`config.mk`:
```
export PLATFORM = sky130hd
export DESIGN_NAME = bb3_avg
export DESIGN_NICKNAME = d
export VERILOG_FILES = /design/src/hw/rtl/bb3_pkg.sv /design/src/hw/rtl/bb3_avg.sv
export SDC_FILE = /design/constraint.sdc
export NUM_CORES = 2
export LEC_CHECK = 0
export BUFFER_PORTS_ARGS = -buffer_cell sky130_fd_sc_hd__buf_2
export CAP_MARGIN = 5
export CORE_AREA = 2 2 310 189
export DETAILED_ROUTE_END_ITERATION = 16
export DIE_AREA = 0 0 312 191
export PLACE_DENSITY = 0.89
export SYNTH_ARGS = -nofsm -noshare
export SYNTH_HDL_FRONTEND = slang
export SYNTH_SLANG_ARGS = --single-unit
export TNS_END_PERCENT = 10
```
`constraint.sdc`:
```
create_clock -name clk -period 12.02 [get_ports clk]
set_input_delay 2.404 -clock clk [delete_from_list [all_inputs] [get_ports clk]]
set_output_delay 2.404 -clock clk [all_outputs]
set_load 0.01 [all_outputs]
```
`src/hw/rtl/bb3_pkg.sv`:
```
// Shared constants, types and the reciprocal table for the 3x3 box blur.
// No dependencies.
`timescale 1ns / 1ps
`default_nettype none
package bb3_pkg;
  localparam int MAX_WIDTH = 2048;
  localparam int COL_W     = $clog2(MAX_WIDTH);
  localparam int CFG_W     = 12;
  localparam int EW_W      = (COL_W + 1 > CFG_W) ? COL_W + 1 : CFG_W;
  localparam int IN_ROW_W  = CFG_W + 1;
  localparam int OUT_ROW_W = CFG_W;
  localparam int PIX_W     = 24;
  localparam int CH_W      = 8;
  localparam int SUM_W     = 12;
  localparam int CNT_W     = 4;
  localparam int NUM_W     = SUM_W + 1;
  localparam int DIV_K     = 18;
  localparam int RECIP_W   = 18;

  localparam logic REG_FRAME_WIDTH  = 1'b0;
  localparam logic REG_FRAME_HEIGHT = 1'b1;
  localparam logic CMD_PIXEL = 1'b0;
  localparam logic CMD_DRAIN = 1'b1;

  typedef logic [8:0][PIX_W-1:0] bb3_win_t;

  typedef struct packed {
    logic [2:0] row_ok;
    logic [2:0] col_ok;
  } bb3_mask_t;

  // ceil(2^DIV_K / (2*count)); exact for numerators below 2^NUM_W.
  function automatic logic [RECIP_W-1:0] recip(input logic [CNT_W-1:0] count);
    logic [RECIP_W-1:0] m;
    case (count)
      4'd1:    m = RECIP_W'(131072);
      4'd2:    m = RECIP_W'(65536);
      4'd3:    m = RECIP_W'(43691);
      4'd4:    m = RECIP_W'(32768);
      4'd5:    m = RECIP_W'(26215);
      4'd6:    m = RECIP_W'(21846);
      4'd7:    m = RECIP_W'(18725);
      4'd8:    m = RECIP_W'(16384);
      4'd9:    m = RECIP_W'(14564);
      default: m = '0;
    endcase
    return m;
  endfunction
endpackage
`default_nettype wire

```
`src/hw/rtl/bb3_avg.sv`:
```
// Masked 3x3 sum and rounded average per channel.
// Depends on bb3_pkg.
`timescale 1ns / 1ps
`default_nettype none
module bb3_avg (
  input  wire logic                    clk,
  input  wire logic                    start,
  input  wire bb3_pkg::bb3_win_t       win,
  input  wire bb3_pkg::bb3_mask_t      mask,
  output logic [bb3_pkg::PIX_W-1:0]    avg
);
  logic [2:0][bb3_pkg::SUM_W-1:0] sum_r, sum_nxt;
  logic [bb3_pkg::CNT_W-1:0]      cnt_r, cnt_nxt;
  logic [bb3_pkg::RECIP_W-1:0]    m;

  always_comb begin
    sum_nxt = '0;
    cnt_nxt = '0;
    for (int r = 0; r < 3; r++) begin
      for (int c = 0; c < 3; c++) begin
        if (mask.row_ok[r] && mask.col_ok[c]) begin
          cnt_nxt = cnt_nxt + 1'b1;
          for (int ch = 0; ch < 3; ch++) begin
            sum_nxt[ch] = sum_nxt[ch] +
              bb3_pkg::SUM_W'(win[r*3+c][ch*bb3_pkg::CH_W +: bb3_pkg::CH_W]);
          end
        end
      end
    end
  end

  always_ff @(posedge clk) begin
    if (start) begin
      sum_r <= sum_nxt;
      cnt_r <= cnt_nxt;
    end
  end

  // floor((2*sum + count) / (2*count)) by reciprocal multiply
  always_comb begin
    logic [bb3_pkg::NUM_W-1:0]                   num;
    logic [bb3_pkg::NUM_W+bb3_pkg::RECIP_W-1:0] prod;
    m = bb3_pkg::recip(cnt_r);
    for (int ch = 0; ch < 3; ch++) begin
      num  = {sum_r[ch], 1'b0} + bb3_pkg::NUM_W'(cnt_r);
      prod = (bb3_pkg::NUM_W+bb3_pkg::RECIP_W)'(num) *
             (bb3_pkg::NUM_W+bb3_pkg::RECIP_W)'(m);
      avg[ch*bb3_pkg::CH_W +: bb3_pkg::CH_W] =
        prod[bb3_pkg::DIV_K +: bb3_pkg::CH_W];
    end
  end
endmodule
`default_nettype wire

```
==> metrics.csv <==
metric,value,unit
wire length of the first global-routing pass,148000,microns
fraction of post-synthesis cell area in the top cell type by area,32.3,%
relative area change from synthesis to final layout,7.58,%
count of placed standard cells including taps,4840,
# rows,68,
Total Die Area,59600,sq um
cell type with the largest total area after synthesis,sky130_fd_sc_hd__fa_1,
cell at the slowest stage of the critical path,sky130_fd_sc_hd__fa_1,
unrepaired setup endpoints after global routing,true,
vertical die dimension,191,microns
min-delay worst type,register to register,
pin count of the biggest net entering global routing,47,
minimum hold slack,1050,ps
grt total ovfl,0,
leading post-synthesis cells by cell area,"sky130_fd_sc_hd__fa_1, sky130_fd_sc_hd__ha_1, sky130_fd_sc_hd__inv_1",
standby leakage power,17.0,nW
number of warnings issued by yosys,0,
share of post-route cells with drive strength above 1,10.5,%
CP max FO,29,
DRC violations left,0,
Synth Flop Type,sky130_fd_sc_hd__edfxtp_1,
Final Skew,5.76,ps
placed cell areas,34700,sq um
global-route usage over all layers,30.9,%
number of cells in the finished layout apart from fillers,4886,
"Hold Vio Cnt, Final",0,
cell count after synthesis,3929,
Setup TNS Final,0,ps
number of vias in the routed layout,28507,
total power,10.8,mW
clock-pin slew on the worst setup and hold paths,60,ps
NumNets Final,5202,
Tightest Pin Transition,1040,ps
Worst EP required,12110,ps
remaining antenna violation count,0,
ports placed on the boundary,248,
Worst Hold Launch,cnt_r[1],
async set-or-reset flop fraction in the synthesized netlist,0,%
total of endpoints with negative setup slack in the final report,0,
Max clock buf depth,2,
Reg-to-Reg Start,cnt_r[1],
maximum resistive drop on vdd,618,uV
final worst-path cycle share,96.2,%
WL per Instance,18.5,microns
antenna violations before repair,28,
number of enable flip-flop cells after synthesis,40,
arrival time worst endpoint,11650,ps
insertion delay to the later sink of the worst-skew pair,360,ps
vias per inst,5.83,
floorplan die width,312,microns
min Tclk post-route,11560,ps
Final Instance Area,35200,sq um
Finished Core Util,61.9,%
status,completed,
drt pass-1 iters,7,
"CP delay by family, top",compound AO/OA/AOI/OAI gates,
mean area per synthesized cell,8.32,sq um
pre-CTS setup slack,-3.95,ps
clk sink count,58,
number of violations reported at the end of detailed-routing iteration 0,2825,
"Largest stage delay, worst path",450,ps
Most common cell on crit path,sky130_fd_sc_hd__ha_1,
R2R setup slack,9980,ps
terminus of the critical flop-to-flop path,m[5],
Root Buffer,sky130_fd_sc_hd__clkbuf_16,
PnR worst setup slack,459,ps
Clock H-tree levels,3,
TritonCTS clock tree,yes,
Final Max Slew Viols,0,
Max-Cap Viols,0,
starting density of the core,57.5,%
global placer's final weighted congestion,1.01,
total wire length after detailed routing,90300,microns
Cell variety after synth,95,
vias in the first global route,28712,
sort of element at the start of the critical path,input pin,
number of buffers and inverters on the critical path,4,
cts bufs inserted,9,
instance count along the most critical hold path,2,
Worst Setup Path Type,input pin to register,
share of synthesized area occupied by flip-flops and latches,4.78,%
Syn Nets,5048,
number of hold buffers added after CTS,0,
Buffers on Ports,247,
number of register bits inferred by synthesis,58,
Netlist Area Pre-Place,32700,sq um
total power density per cell area,308,nW/um^2
Worst slew margin,30.8,%
core box area,56800,sq um
capture endpoint of the worst hold path,m[8],
HPWL reported at the end of detailed placement,74800,microns
count of cells along the worst register-to-register path,6,
endpoint kind of the worst setup timing path,register,
Achievable Freq,86.5,MHz
-- placed cells by master, fill, tap and decap left out, types with 14 or more instances in the layout --
cell | Yosys | layout
sky130_fd_sc_hd__and3_1 | 36 | 36
sky130_fd_sc_hd__nand2b_1 | 40 | 40
sky130_fd_sc_hd__buf_2 | 7 | 245
sky130_fd_sc_hd__buf_4 | 1 | 64
sky130_fd_sc_hd__and2_1 | 82 | 82
sky130_fd_sc_hd__nor2b_1 | 204 | 203
sky130_fd_sc_hd__fa_1 | 528 | 528
sky130_fd_sc_hd__diode_2 | 0 | 28
sky130_fd_sc_hd__ha_1 | 367 | 367
sky130_fd_sc_hd__o31ai_1 | 17 | 16
sky130_fd_sc_hd__edfxtp_1 | 40 | 40
sky130_fd_sc_hd__inv_1 | 627 | 627
sky130_fd_sc_hd__nand3_1 | 27 | 27
sky130_fd_sc_hd__o21bai_1 | 17 | 17
sky130_fd_sc_hd__xnor2_1 | 148 | 147
sky130_fd_sc_hd__o21ai_0 | 162 | 160
sky130_fd_sc_hd__nor3_1 | 37 | 37
sky130_fd_sc_hd__mux2_2 | 49 | 49
sky130_fd_sc_hd__o21a_1 | 58 | 58
sky130_fd_sc_hd__nor2_1 | 184 | 184
sky130_fd_sc_hd__a21o_1 | 63 | 63
sky130_fd_sc_hd__dfxtp_1 | 18 | 16
sky130_fd_sc_hd__a21oi_1 | 164 | 162
sky130_fd_sc_hd__mux2i_1 | 21 | 21
sky130_fd_sc_hd__xor2_1 | 56 | 53
sky130_fd_sc_hd__o31a_1 | 14 | 14
sky130_fd_sc_hd__a211oi_1 | 29 | 29
sky130_fd_sc_hd__nand2_1 | 567 | 567
-- power breakdown --
part / switching [mW] / internal (mW) / total, mW / leakage, nW
Clock: 0.102 / 0.176 / 0.278 / 0.159
Combinational: 5.83 / 4.35 / 10.2 / 16.3
Sequential: 0.0974 / 0.280 / 0.378 / 0.538
Total: 6.03 / 4.81 / 10.8 / 17.0
-- per-layer routing --
metal / routed length (microns) / up-vias / GRT usage, %
met5: 55 / - / 0
met1: 38500 / 13895 / 43.1
met4: 2010 / 8 / 7.49
met3: 10700 / 174 / 8.94
met2: 39100 / 1490 / 47.5
li1: - / 12940 / -
-- Yosys cell counts (all sizes together), types with 29 or more instances --
library cell	instances
o21a	58
nand2	567
nor2	184
xor2	58
a21o	65
edfxtp	40
and2	85
a21oi	165
ha	367
inv	628
clkbuf	150
and3	36
nor3	39
xnor2	153
nor2b	205
a211oi	29
o21ai	165
nand2b	40
mux2	50
fa	528
-- cells by family (layout without fill, tap and decap cells) --
kind of cell,Yosys count,count (layout),synth area share [%]
fa+ha+maj,896,896,46.4
buf+inv,795,954,9.24
flops,58,58,4.78
simple gates,1226,1226,17.7
xor+xnor,216,216,6.17
mux,71,71,2.38
compound gates,667,667,13.4
other cells,0,28,0
-- flip-flops by register name, summed over array words and instances (netlist names) --
name	cells
cnt_r	4
sum_r	36
m	18
-- worst max-delay path by stage --
stage / slack, ps / depth (start not counted) / startpoint / endpoint
2_1_floorplan: 700 / 51 / mask[0] / sum_r[22]
3_3_place_gp: 410 / 48 / mask[3] / sum_r[10]
3_5_place_dp: -4 / 49 / mask[0] / sum_r[35]
4_1_cts: 330 / 49 / mask[0] / sum_r[35]
5_1_grt: -30 / 49 / mask[0] / sum_r[34]
6_report: 460 / 46 / mask[0] / sum_r[35]
-- cell type report --
class	count	area [sq um]
multi-input cells	3076	28200
repair buffers	310	1710
clock inverters	2	13.8
flip-flops and latches	58	1560
clock buffers	14	307
well taps	770	963
inverters	628	2360
diodes	28	70.1
fillers	4561	21700
-- tightest hold or removal path, cell delays in order (launching register included) --
cell and delay, ps:
sky130_fd_sc_hd__edfxtp_1 540, sky130_fd_sc_hd__mux2i_1 290, sky130_fd_sc_hd__nor2_1 180
-- what timing repair did --
action | in CTS | in global routing
gates resized for setup | 0 | 18
buffers inserted | 0 | 2
setup endpoints to repair | 0 | 10
hold endpoints to repair | 0 | 0
No activity file was read; power rests on OpenSTA's default activity.
